$ cat src/ascz_pkg.sv
`default_nettype none

package ascz_pkg;

	// Fixed point format of stick samples and magnitudes.
	localparam int FRAC_BITS = 14;
	localparam logic [14:0] ONE_Q = 15'(1 << FRAC_BITS);

	// Iteration counts of the shared square root / CORDIC loop and the divider.
	localparam int ITER_STEPS = 16;
	localparam int DIV_STEPS = FRAC_BITS + 1;

	// Angle constants in units of 1/64 degree, and the CORDIC clamp in 1/4096 degree.
	localparam logic [14:0] DEG_90 = 15'd5760;
	localparam logic [14:0] DEG_180 = 15'd11520;
	localparam logic [14:0] DEG_360 = 15'd23040;
	localparam logic [18:0] Z_MAX = 19'd368640;

	// Reset values of the zone markers.
	localparam logic [14:0] MARKER_RST_0 = 15'd1966;
	localparam logic [14:0] MARKER_RST_1 = 15'd3277;
	localparam logic [14:0] MARKER_RST_2 = 15'd8192;
	localparam logic [14:0] MARKER_RST_3 = 15'd12288;
	localparam logic [14:0] MARKER_RST_4 = 15'd16384;

	// Configuration register indexes.
	localparam logic [2:0] CFG_LOCK = 3'd0;
	localparam logic [2:0] CFG_MARK0 = 3'd1;
	localparam logic [2:0] CFG_MARK1 = 3'd2;
	localparam logic [2:0] CFG_MARK2 = 3'd3;
	localparam logic [2:0] CFG_MARK3 = 3'd4;
	localparam logic [2:0] CFG_MARK4 = 3'd5;

	// Controller states.
	typedef enum logic [2:0] {
		ST_IDLE,
		ST_SQX,
		ST_SQY,
		ST_ITER,
		ST_ZONE,
		ST_DIV,
		ST_FIN
	} state_t;

	// Commands from the controller to the datapath.
	typedef struct packed {
		logic load;
		logic sq_x;
		logic sq_y;
		logic iter;
		logic zone;
		logic div;
		logic commit;
		logic [3:0] step;
	} dp_cmd_t;

	// CORDIC arctangent table in units of 1/4096 degree.
	function automatic logic [18:0] atan_entry(input logic [3:0] idx);
		logic [18:0] v;
		case (idx)
			4'd0: v = 19'd184320;
			4'd1: v = 19'd108810;
			4'd2: v = 19'd57492;
			4'd3: v = 19'd29184;
			4'd4: v = 19'd14649;
			4'd5: v = 19'd7331;
			4'd6: v = 19'd3667;
			4'd7: v = 19'd1833;
			4'd8: v = 19'd917;
			4'd9: v = 19'd458;
			4'd10: v = 19'd229;
			4'd11: v = 19'd115;
			4'd12: v = 19'd57;
			4'd13: v = 19'd29;
			4'd14: v = 19'd14;
			4'd15: v = 19'd7;
			default: v = 19'd0;
		endcase
		return v;
	endfunction

endpackage

`default_nettype wire

$ cat src/ascz_ctrl.sv
`default_nettype none

module ascz_ctrl (
	input wire logic clk,
	input wire logic arst_n,
	input wire logic in_valid,
	input wire logic out_stall,
	output logic in_stall,
	output logic out_valid,
	output ascz_pkg::dp_cmd_t cmd
);
	import ascz_pkg::*;

	state_t state_q, state_d;
	logic [3:0] step_q, step_d;
	logic out_valid_q, out_valid_d;

	// State, step counter and output valid registers.
	always_ff @(posedge clk or negedge arst_n) begin
		if (!arst_n) begin
			state_q <= ST_IDLE;
			step_q <= '0;
			out_valid_q <= 1'b0;
		end else begin
			state_q <= state_d;
			step_q <= step_d;
			out_valid_q <= out_valid_d;
		end
	end

	// Next state and datapath commands.
	always_comb begin
		state_d = state_q;
		step_d = step_q;
		cmd = '0;
		cmd.step = step_q;
		case (state_q)
			ST_IDLE: begin
				step_d = '0;
				if (in_valid) begin
					cmd.load = 1'b1;
					state_d = ST_SQX;
				end
			end
			ST_SQX: begin
				cmd.sq_x = 1'b1;
				state_d = ST_SQY;
			end
			ST_SQY: begin
				cmd.sq_y = 1'b1;
				state_d = ST_ITER;
			end
			ST_ITER: begin
				cmd.iter = 1'b1;
				step_d = step_q + 4'd1;
				if (step_q == 4'(ITER_STEPS - 1)) begin
					step_d = '0;
					state_d = ST_ZONE;
				end
			end
			ST_ZONE: begin
				cmd.zone = 1'b1;
				state_d = ST_DIV;
			end
			ST_DIV: begin
				cmd.div = 1'b1;
				step_d = step_q + 4'd1;
				if (step_q == 4'(DIV_STEPS - 1)) begin
					step_d = '0;
					state_d = ST_FIN;
				end
			end
			ST_FIN: begin
				// Load the output register once the previous transaction has left.
				if (!out_valid_q || !out_stall) begin
					cmd.commit = 1'b1;
					state_d = ST_IDLE;
				end
			end
			default: begin
				state_d = ST_IDLE;
			end
		endcase
	end

	// The output register holds until the consumer takes it.
	always_comb begin
		if (cmd.commit) begin
			out_valid_d = 1'b1;
		end else if (!out_stall) begin
			out_valid_d = 1'b0;
		end else begin
			out_valid_d = out_valid_q;
		end
	end

	assign in_stall = (state_q != ST_IDLE);
	assign out_valid = out_valid_q;

endmodule

`default_nettype wire

$ cat src/ascz_dp.sv
`default_nettype none

module ascz_dp (
	input wire logic clk,
	input wire logic arst_n,
	input wire ascz_pkg::dp_cmd_t cmd,
	input wire logic signed [15:0] stick_x,
	input wire logic signed [15:0] stick_y,
	input wire logic cfg_we,
	input wire logic [2:0] cfg_index,
	input wire logic [14:0] cfg_data,
	output logic signed [15:0] out_x,
	output logic signed [15:0] out_y,
	output logic [14:0] magnitude,
	output logic [14:0] heading,
	output logic [2:0] zone_index,
	output logic [14:0] zone_fraction,
	output logic [15:0] active_count,
	output logic [15:0] centered_count,
	output logic newly_active,
	output logic newly_centered
);
	import ascz_pkg::*;

	// Configuration registers.
	logic lock_q;
	logic [14:0] marker_q [5];

	// Sample and working registers.
	logic signed [15:0] x_q, y_q;
	logic [16:0] ax_q, ay_q;
	logic [31:0] sq_q;
	logic [31:0] n_q, r_q, b_q;
	logic signed [26:0] cx_q, cy_q;
	logic signed [20:0] z_q;
	logic [14:0] mag_q, head_q;
	logic zero_zone_q, found_q;
	logic [2:0] zsel_q;
	logic [15:0] rem_q;
	logic [14:0] d_q, quot_q;

	// Persistent state.
	logic [14:0] last_heading_q, last_fraction_q;
	logic [2:0] last_zone_q;
	logic [15:0] active_run_q, centered_run_q;

	// Output register payload.
	logic signed [15:0] out_x_q, out_y_q;
	logic [14:0] out_mag_q, out_head_q, out_frac_q;
	logic [2:0] out_zone_q;
	logic [15:0] out_act_q, out_cen_q;

	logic signed [15:0] lx, ly;
	logic [16:0] ax_c, ay_c;
	logic [33:0] sqx_c, sqy_c;
	logic [32:0] trial;
	logic root_ge;
	logic signed [26:0] dx, dy;
	logic signed [20:0] ang;
	logic [15:0] root;
	logic [14:0] mag_c;
	logic [18:0] zc;
	logic [19:0] zr;
	logic [14:0] phi, th1, th2, th3;
	logic zero_zone_c, found_c;
	logic [2:0] zsel_c;
	logic [14:0] lo_c, hi_c;
	logic div_ge;
	logic [15:0] rtmp;
	logic nonzero;
	logic [14:0] heading_n, fraction_n;
	logic [2:0] zone_n;
	logic [15:0] active_n, centered_n;

	// Register writes from the configuration port.
	always_ff @(posedge clk or negedge arst_n) begin
		if (!arst_n) begin
			lock_q <= 1'b0;
			marker_q[0] <= MARKER_RST_0;
			marker_q[1] <= MARKER_RST_1;
			marker_q[2] <= MARKER_RST_2;
			marker_q[3] <= MARKER_RST_3;
			marker_q[4] <= MARKER_RST_4;
		end else if (cfg_we) begin
			case (cfg_index)
				CFG_LOCK: lock_q <= cfg_data[0];
				CFG_MARK0: marker_q[0] <= cfg_data;
				CFG_MARK1: marker_q[1] <= cfg_data;
				CFG_MARK2: marker_q[2] <= cfg_data;
				CFG_MARK3: marker_q[3] <= cfg_data;
				CFG_MARK4: marker_q[4] <= cfg_data;
				default: ;
			endcase
		end
	end

	// Apply the lock and take absolute values.
	always_comb begin
		lx = lock_q ? 16'sd0 : stick_x;
		ly = lock_q ? 16'sd0 : stick_y;
		ax_c = lx[15] ? 17'(~{lx[15], lx} + 17'd1) : {1'b0, lx};
		ay_c = ly[15] ? 17'(~{ly[15], ly} + 17'd1) : {1'b0, ly};
	end

	// Squares, one multiplication per cycle.
	assign sqx_c = ax_q * ax_q;
	assign sqy_c = ay_q * ay_q;

	// One step of the digit-by-digit square root.
	assign trial = {1'b0, r_q} + {1'b0, b_q};
	assign root_ge = ({1'b0, n_q} >= trial);

	// One CORDIC vectoring step, run alongside the square root.
	assign dx = cy_q >>> cmd.step;
	assign dy = cx_q >>> cmd.step;
	assign ang = {2'b00, atan_entry(cmd.step)};

	// Clamp the magnitude and round the angle to 1/64 degree.
	always_comb begin
		root = r_q[15:0];
		mag_c = (root > {1'b0, ONE_Q}) ? ONE_Q : root[14:0];
		if (z_q < 0) begin
			zc = '0;
		end else if (z_q > $signed({2'b00, Z_MAX})) begin
			zc = Z_MAX;
		end else begin
			zc = z_q[18:0];
		end
		zr = {1'b0, zc} + 20'd32;
		if (ax_q == '0) begin
			phi = '0;
		end else if (ay_q == '0) begin
			phi = DEG_90;
		end else begin
			phi = {2'b00, zr[18:6]};
		end
		// Quadrant folds.
		th1 = y_q[15] ? DEG_180 - phi : phi;
		th2 = x_q[15] ? DEG_180 - th1 : th1;
		th3 = y_q[15] ? DEG_360 - th2 : th2;
	end

	// Zone search: the lowest zone whose bounds hold the magnitude wins.
	always_comb begin
		zero_zone_c = (mag_c <= marker_q[0]);
		found_c = 1'b0;
		zsel_c = '0;
		lo_c = '0;
		hi_c = '0;
		for (int k = 4; k >= 1; k--) begin
			if (marker_q[k - 1] < mag_c && mag_c <= marker_q[k]) begin
				found_c = 1'b1;
				zsel_c = 3'(k);
				lo_c = marker_q[k - 1];
				hi_c = marker_q[k];
			end
		end
	end

	// One restoring division step, one quotient bit per cycle.
	assign div_ge = (rem_q >= {1'b0, d_q});
	assign rtmp = div_ge ? rem_q - {1'b0, d_q} : rem_q;

	// Working registers.
	always_ff @(posedge clk) begin
		if (cmd.load) begin
			x_q <= lx;
			y_q <= ly;
			ax_q <= ax_c;
			ay_q <= ay_c;
		end
		if (cmd.sq_x) begin
			sq_q <= sqx_c[31:0];
		end
		if (cmd.sq_y) begin
			n_q <= sq_q + sqy_c[31:0];
			r_q <= '0;
			b_q <= 32'h4000_0000;
			cx_q <= $signed({2'b00, ay_q, 8'd0});
			cy_q <= $signed({2'b00, ax_q, 8'd0});
			z_q <= '0;
		end
		if (cmd.iter) begin
			if (root_ge) begin
				n_q <= n_q - trial[31:0];
				r_q <= (r_q >> 1) + b_q;
			end else begin
				r_q <= r_q >> 1;
			end
			b_q <= b_q >> 2;
			if (cy_q > 0) begin
				cx_q <= cx_q + dx;
				cy_q <= cy_q - dy;
				z_q <= z_q + ang;
			end else begin
				cx_q <= cx_q - dx;
				cy_q <= cy_q + dy;
				z_q <= z_q - ang;
			end
		end
		if (cmd.zone) begin
			mag_q <= mag_c;
			head_q <= th3;
			zero_zone_q <= zero_zone_c;
			found_q <= found_c;
			zsel_q <= zsel_c;
			rem_q <= {1'b0, mag_c - lo_c};
			d_q <= hi_c - lo_c;
			quot_q <= '0;
		end
		if (cmd.div) begin
			rem_q <= {rtmp[14:0], 1'b0};
			quot_q <= {quot_q[13:0], div_ge};
		end
	end

	// Next values of the persistent state for this sample.
	always_comb begin
		nonzero = (ax_q != '0) || (ay_q != '0);
		heading_n = last_heading_q;
		active_n = '0;
		centered_n = '0;
		if (nonzero) begin
			heading_n = head_q;
			active_n = (active_run_q == 16'hFFFF) ? active_run_q : active_run_q + 16'd1;
		end else begin
			centered_n = (centered_run_q == 16'hFFFF) ? centered_run_q
				: centered_run_q + 16'd1;
		end
		zone_n = last_zone_q;
		fraction_n = last_fraction_q;
		if (zero_zone_q) begin
			zone_n = '0;
			fraction_n = '0;
		end else if (found_q) begin
			zone_n = zsel_q;
			fraction_n = quot_q;
		end
	end

	// Persistent state.
	always_ff @(posedge clk or negedge arst_n) begin
		if (!arst_n) begin
			last_heading_q <= '0;
			last_zone_q <= '0;
			last_fraction_q <= '0;
			active_run_q <= '0;
			centered_run_q <= '0;
		end else if (cmd.commit) begin
			last_heading_q <= heading_n;
			last_zone_q <= zone_n;
			last_fraction_q <= fraction_n;
			active_run_q <= active_n;
			centered_run_q <= centered_n;
		end
	end

	// Output register.
	always_ff @(posedge clk) begin
		if (cmd.commit) begin
			out_x_q <= x_q;
			out_y_q <= y_q;
			out_mag_q <= mag_q;
			out_head_q <= heading_n;
			out_zone_q <= zone_n;
			out_frac_q <= fraction_n;
			out_act_q <= active_n;
			out_cen_q <= centered_n;
		end
	end

	assign out_x = out_x_q;
	assign out_y = out_y_q;
	assign magnitude = out_mag_q;
	assign heading = out_head_q;
	assign zone_index = out_zone_q;
	assign zone_fraction = out_frac_q;
	assign active_count = out_act_q;
	assign centered_count = out_cen_q;
	assign newly_active = (out_act_q == 16'd1);
	assign newly_centered = (out_cen_q == 16'd1);

endmodule

`default_nettype wire

$ cat src/analog_stick_zone_classifier.sv
// An accepted sample goes through the squares, the 16-step square root / CORDIC loop, the
// zone search and the 15-step restoring divider, one after the other; its result is then
// loaded into the output register, and in_stall stays high until that load is done.
// A result may wait in the output register while the next sample is taken in.
// Reset is asynchronous, active low: it clears the controller, the run counters, the
// held heading and zone, and loads the marker registers with their default values.
`default_nettype none

module analog_stick_zone_classifier (
	input wire logic clk,
	input wire logic arst_n,
	input wire logic in_valid,
	output logic in_stall,
	input wire logic signed [15:0] stick_x,
	input wire logic signed [15:0] stick_y,
	output logic out_valid,
	input wire logic out_stall,
	output logic signed [15:0] out_x,
	output logic signed [15:0] out_y,
	output logic [14:0] magnitude,
	output logic [14:0] heading,
	output logic [2:0] zone_index,
	output logic [14:0] zone_fraction,
	output logic [15:0] active_count,
	output logic [15:0] centered_count,
	output logic newly_active,
	output logic newly_centered,
	input wire logic cfg_valid,
	output logic cfg_ready,
	input wire logic [2:0] cfg_index,
	input wire logic [14:0] cfg_data
);
	import ascz_pkg::*;

	dp_cmd_t cmd;

	// Register writes are always taken.
	assign cfg_ready = 1'b1;

	ascz_ctrl u_ctrl (
		.clk(clk),
		.arst_n(arst_n),
		.in_valid(in_valid),
		.out_stall(out_stall),
		.in_stall(in_stall),
		.out_valid(out_valid),
		.cmd(cmd)
	);

	ascz_dp u_dp (
		.clk(clk),
		.arst_n(arst_n),
		.cmd(cmd),
		.stick_x(stick_x),
		.stick_y(stick_y),
		.cfg_we(cfg_valid && cfg_ready),
		.cfg_index(cfg_index),
		.cfg_data(cfg_data),
		.out_x(out_x),
		.out_y(out_y),
		.magnitude(magnitude),
		.heading(heading),
		.zone_index(zone_index),
		.zone_fraction(zone_fraction),
		.active_count(active_count),
		.centered_count(centered_count),
		.newly_active(newly_active),
		.newly_centered(newly_centered)
	);

endmodule

`default_nettype wire

$ cat config.mk
export PLATFORM = sky130hd
export DESIGN_NAME = analog_stick_zone_classifier
export DESIGN_NICKNAME = d
export VERILOG_FILES = /design/src/ascz_pkg.sv /design/src/ascz_ctrl.sv /design/src/ascz_dp.sv /design/src/analog_stick_zone_classifier.sv
export SDC_FILE = /design/constraint.sdc
export NUM_CORES = 2
export LEC_CHECK = 0
export BUFFER_PORTS_ARGS = -buffer_cell sky130_fd_sc_hd__buf_2
export CAP_MARGIN = 20
export CORE_MARGIN = 1
export CORE_UTILIZATION = 40
export CTS_CLUSTER_DIAMETER = 50
export DETAILED_ROUTE_END_ITERATION = 10
export GPL_TIMING_DRIVEN = 0
export PLACE_DENSITY = 0.63
export SYNTH_ARGS = -nofsm -noshare
export SYNTH_HDL_FRONTEND = slang
export SYNTH_HIERARCHICAL = 1
export SYNTH_SLANG_ARGS = --single-unit
$ cat constraint.sdc
create_clock -name clk -period 15.9 [get_ports clk]
set_clock_uncertainty 0.05 [all_clocks]
set_input_delay 0.795 -clock clk [delete_from_list [all_inputs] [get_ports clk]]
set_output_delay 0.795 -clock clk [all_outputs]
set_load 0.01 [all_outputs]
**After elaboration in Yosys (flattened, before gate mapping)**

Memories as Yosys holds them, arrays and structs flattened.
Cells that the tools add are included.

- Register bits: 595
- Bits in read-only memories: 288
- Bits of input ports: 55
- Memories: 1

Memory list:

| memory | depth | width | rd ports | clocked after Yosys merged registers in | write ports | line | source |
|---|---|---|---|---|---|---|---|
| (name not given) | 16 | 18 | 1 | 0 | 0 | ascz_pkg.sv:60 | `case (idx)` |

- $add $sub $neg: 22
- $mul: 2
- Order comparisons: 15
- Equal/unequal tests: 22
- Shift-type cells: 2
- Mux-type cells: 74
- Bitwise logic cells: 2
- Reductions and logical operators: 26

Operators with widths:

| kind | number |
|---|---|
| 2-to-1 mux 15 bit | 21 |
| 2-to-1 mux 32 bit | 6 |
| 2-to-1 mux 27 bit | 6 |
| 2-to-1 mux 16 bit | 8 |
| less-or-equal comparator 15 bit | 5 |
| multiplier 17 x 17 -> 32 bit | 2 |
| 2-to-1 mux 21 bit | 3 |
| less-than comparator 15 bit | 4 |
| 2-to-1 mux 29 bit | 2 |
| adder 27 bit | 2 |
| >>> shifter 27 x 4 -> 27 bit | 2 |
| subtractor 27 bit | 2 |
| subtractor 15 bit | 3 |
| 2-to-1 mux 19 bit | 2 |
| adder 17 x 1 -> 17 bit, second input constant | 2 |
| zero test 17 bit | 2 |
| inverter 17 bit | 2 |
| nonzero test 17 bit | 2 |
| adder 32 x 31 -> 33 bit | 1 |
| greater-or-equal comparator 32 x 33 -> 1 bit | 1 |
| adder 16 x 1 -> 16 bit, second input constant | 2 |
| adder 31 x 31 -> 32 bit | 1 |
| adder 32 bit | 1 |
| equality test 16 x 1 -> 1 bit, second input constant | 2 |
| 35 further kinds | 81 |

**Longest topological paths before layout**

- Depth after elaboration: 12
- Gate-level depth with buffers: 34
- Mapped depth without buffers: 31

**Hierarchy**

The synthesis kept the hierarchy.

By module, submodules not included:

| module | instances | cells each | area each (um2) | seq. area each (um2) |
|---|---|---|---|---|
| ascz_dp | 1 | 5777 | 56193.9 | 16514.6 |
| ascz_ctrl | 1 | 68 | 603.1 | 200.2 |
| analog_stick_zone_classifier | 1 | 2 | 11.3 | 0.0 |

**Worst setup path after synthesis**

OpenSTA, ideal clock, no wires.

- Path kind: flip-flop to flip-flop
- Start point: register u_dp.r_q[14]
- End point: register u_dp.rem_q[14], data pin
- Setup time: 0.154 ns
- Data arrival time: 6.489 ns
- Required time: 15.696 ns
- Path slack: 9.207 ns
- Stages on the path, launching flop included: 34
- Cells stage by stage: edfxtp_1 > nor2_1 > clkbuf_1 > nand2_1 > inv_1 > ha_1 > nor2b_1 > o21a_1 > o21a_1 > o21a_1 > o21a_1 > o21ai_0 > and4b_1 > nor2_1 > nor2_1 > clkbuf_1 > a221o_1 > o21ai_0 > o21ai_0 > ha_1 > inv_1 > fa_1 > a21o_1 > a21oi_1 > o21ai_0 > a21oi_1 > o21ai_0 > a21oi_1 > o21ai_0 > or4_1 > a31o_2 > a21oi_1 > xnor3_1 > o22ai_1

- Word-level cells in the longest chain between the ends: 11

RTL lines:

| what | line | source |
|---|---|---|
| from (decl) | ascz_dp.sv:33 | `logic [31:0] n_q, r_q, b_q;` |
| from (signal assigned) | ascz_dp.sv:186 | `r_q <= (r_q >> 1) + b_q;` |
| from (signal assigned) | ascz_dp.sv:188 | `r_q <= r_q >> 1;` |
| greater-than comparator 16 x 15 -> 1 bit (*) | ascz_dp.sv:121 | `mag_c = (root > {1'b0, ONE_Q}) ? ONE_Q : root[14:0];` |
| 2-to-1 mux 15 bit (*) | ascz_dp.sv:121 |  |
| named net u_dp.mag_c[1] | ascz_dp.sv:61 | `logic [14:0] mag_c;` |
| less-than comparator 15 bit or less-or-equal comparator 15 bit (tied branches) | ascz_dp.sv:151 | `if (marker_q[k - 1] < mag_c && mag_c <= marker_q[k]) begin` |
| logical AND 1 bit | ascz_dp.sv:151 |  |
| 2-to-1 mux 15 bit (4 in a row) | ascz_dp.sv:151 |  |
| subtractor 15 bit (*) | ascz_dp.sv:207 | `rem_q <= {1'b0, mag_c - lo_c};` |
| 2-to-1 mux 16 bit (*) | ascz_dp.sv:201 | `if (cmd.zone) begin` |
| 2-to-1 mux 16 bit (*) | ascz_dp.sv:211 | `if (cmd.div) begin` |
| to (signal assigned) | ascz_dp.sv:207 |  |
| to (signal assigned) | ascz_dp.sv:212 | `rem_q <= {rtmp[14:0], 1'b0};` |
| to (decl) | ascz_dp.sv:39 | `logic [15:0] rem_q;` |

The timed path passes the listed nets; every way through them passes the cells marked *. The select of a mux whose other input is x is not followed.
A chain may end at the register's enable or synchronous reset.

**Worst setup path after layout**

- Start point: register u_dp.r_q[15]
- End point: register u_dp.rem_q[14], data pin

The elaborated chain is that of the path after synthesis.

==> summary.md <==
| Metric | Value |
|---|---|
| Status | finished, final reports clean |
| Hold slack final | 0.283 ns |
| # placed instances | 7910 |
| Mapped Avg Cell Area | 9.72 um^2 |
| Iter 0 DRT Violations | 3561 |
| Die W | 379 um |
| Data arrival time of the worst path | 9.39 ns |
| Period minus WS final | 8.88 ns |
| Initial antenna violation count | 18 |
| Syn Std Cell Area | 56800 um^2 |
| Die Footprint | 144000 um^2 |
| Largest net degree at the start of global routing | 102 |
| Max-slew violation count | 0 |
| Highest clock rate | 113 MHz |
| Routed WL | 166000 um |
| Worst skew pair latency | 0.73 ns |
| CP Launch Point | u_dp/r_q[15] |
| Synth Register Bits | 592 |
| Total GRT Usage | 0.234 |
| Commonest non-fill, non-tap cell in the layout | inv_1 |
| TritonCTS clock tree | yes |
| Hold path start | out_stall |
| Routed length per instance | 20.5 um |
| Share of layout cells above drive strength 1 | 0.109 |
| Crit path top cell by count | o21ai_0 |
| Via Count | 44.6k |
| Slew @ Worst Pin | 1.10 ns |
| EDFF count, synth | 409 |
| Yosys warnings | 6 |
| CTS Buf Count | 95 |
| Num ports | 172 |
| Max H-tree Level | 3 |
| Vias in the first global route | 44.8k |
| Fin Setup TNS | 0 ns |
| DRC | 0 |
| Total gr overflow | 0 |
| Fill count | 13.4k |
| RSZ-0062 raised after global routing | no |
| CTS root buf | clkbuf_16 |
| CP Launch Type | register |
| Fin cells | 8093 |
| Die H | 379 um |
| Top_reg_cell synth | edfxtp_1 |
| Final Cycle Share | 0.558 |
| R2R Setup Slk | 7.02 ns |
| CP Capture Type | register |
| Max Root-Sink Buffers | 3 |
| Unique masters post-synth | 106 |
| Vias per cell | 5.51 |
| Crit-path max cell delay | 0.53 ns |
| WS Path Type | register to register |
| Final Wtd Congestion | 0.988 |
| Register area share after synthesis | 0.294 |
| # port buffers | 170 |
| Hold-fix buffers, CTS | 1 |
| Nets | 7082 |
| Worst EP required | 16.41 ns |
| Worst min-delay path category | input pin to register |
| Core ar. | 140000 um^2 |
| Initial core utilization | 0.405 |
| Crit path max fanout | 10 |
| Critical R2R Launch | u_dp/r_q[15] |
| Hpwl dp | 132000 um |
| Global-route wire length before repair | 258000 um |
| Slew margin rel. | 0.268 |
| Final setup viols | 0 |
| Drt pass-1 iters | 6 |
| Antenna Nets Post-Route | 0 |
| Post-CTS Resized | 0 |
| Clk sinks | 592 |
| Most frequent cells in the layout | inv_1 (750), nand2_1 (545), ha_1 (473), fa_1 (422), edfxtp_1 (409) |
| Asr flop ratio synth | 0.252 |
| Critical path's slowest cell | edfxtp_1 |
| Max-cap violations | 0 |
| Final Hold Fails | 0 |
| Reg clk slew, reported paths | 0.06 ns |
| Synth-to-Final Area Change | 12.0% |
| Postcts setup bufs | 0 |
| # rows | 137 |
| Cells after synthesis | 5847 |
-- metrics by stage --
step | setup slack, ns | utilization | cell area (um^2)
detailed placement | 7.23 | 0.430 | 60300
CTS | 7.19 | 0.454 | 63600
global route | 6.54 | 0.454 | 63600
finish | 7.02 | 0.454 | 63600
floorplan | 9.21 | - | 56800
global placement | 7.25 | 0.428 | 60000
-- sequential cells by signal, summed over array words and instances (netlist names), 21 cells and up --
| register | cells |
|---|---|
| u_dp/z_q | 21 |
| u_dp/marker_q | 75 |
| u_dp/n_q | 32 |
| u_dp/cx_q | 27 |
| u_dp/cy_q | 27 |
| u_dp/sq_q | 31 |
| u_dp/r_q | 32 |
-- synthesized netlist by cell type (all sizes together), types with 16 or more instances --
cell type    n  area share
nand2b      40      0.0044
or3         33      0.0038
or2         29      0.0032
mux2i       92       0.016
nor3        82      0.0074
and2       162       0.018
a211oi      54      0.0073
mux2       134       0.027
dfrtp      130       0.057
nand4       55      0.0061
nor2b       82      0.0090
buf         46      0.0042
dfxtp       34       0.012
inv        751       0.050
fa         422        0.15
edfxtp     409        0.22
a21boi      26      0.0034
a221o       16      0.0028
ha         473        0.10
a221oi      21      0.0032
o21bai      43      0.0057
nor2       394       0.026
o31ai       32      0.0042
xor2       167       0.026
clkbuf     174       0.011
nor4        40      0.0048
xnor2      202       0.031
nand3      102      0.0091
o21a        50      0.0066
and3        40      0.0044
a21o        90       0.012
o211ai      22      0.0030
a31oi       73      0.0086
a21oi      233       0.021
mux4        58       0.023
nand2      546       0.036
o21ai      273       0.024
dfstp       19      0.0088
a31o        19      0.0029
-- final cells by class --
cell class / count / area [um^2] / area share
tap: 1876 / 2350 / 0.0369
inverter: 753 / 2830 / 0.0444
clock inverter: 71 / 851 / 0.0134
clock buffer: 107 / 2430 / 0.0382
timing repair buffer: 186 / 1140 / 0.0180
buffer: 220 / 898 / 0.0141
multi-input combinational: 4284 / 36400 / 0.572
sequential: 592 / 16700 / 0.263
antenna: 4 / 10.0 / 0.000157
-- critical path, delay by kind of cell, from the launching register on --
| kind | cells | cell delay, ns |
|---|---|---|
| flip-flops | 1 | 0.53 |
| buffers and inverters | 4 | 1.42 |
| AND/OR/NAND/NOR | 7 | 2.05 |
| adder cells (fa/ha/maj) | 3 | 1.02 |
| AO/OA/AOI/OAI | 18 | 3.40 |
| XOR/XNOR | 1 | 0.28 |
-- metal layers --
metal / GRT usage / part of all wire
met2: 0.378 / 0.46
met5: 0 / 0.00036
met1: 0.313 / 0.44
met4: 0.0845 / 0.035
met3: 0.0394 / 0.069
-- path summary, 6_finish.rpt --
kind,end,cells past startpoint
hold / removal,u_ctrl/out_valid,3
hold reg to reg,u_dp/out_y[13],0
max in group asynchronous,u_dp/marker_q[62],3
setup / recovery,u_dp/rem_q[14],33
min in group asynchronous,u_dp/last_zone_q[0],2
setup reg to reg,u_dp/rem_q[14],33
-- cell families after synthesis --
family                   synth area share
AND/OR/NAND/NOR                     0.143
buffers and inverters              0.0655
flip-flops                          0.294
XOR/XNOR                           0.0573
multiplexers                       0.0658
adder cells (fa/ha/maj)             0.253
AO/OA/AOI/OAI                       0.121
other                            0.000132
Power is left out: the tool's default activity adds up to more than one toggle a clock period on the data nets, which glitch-free logic cannot reach.
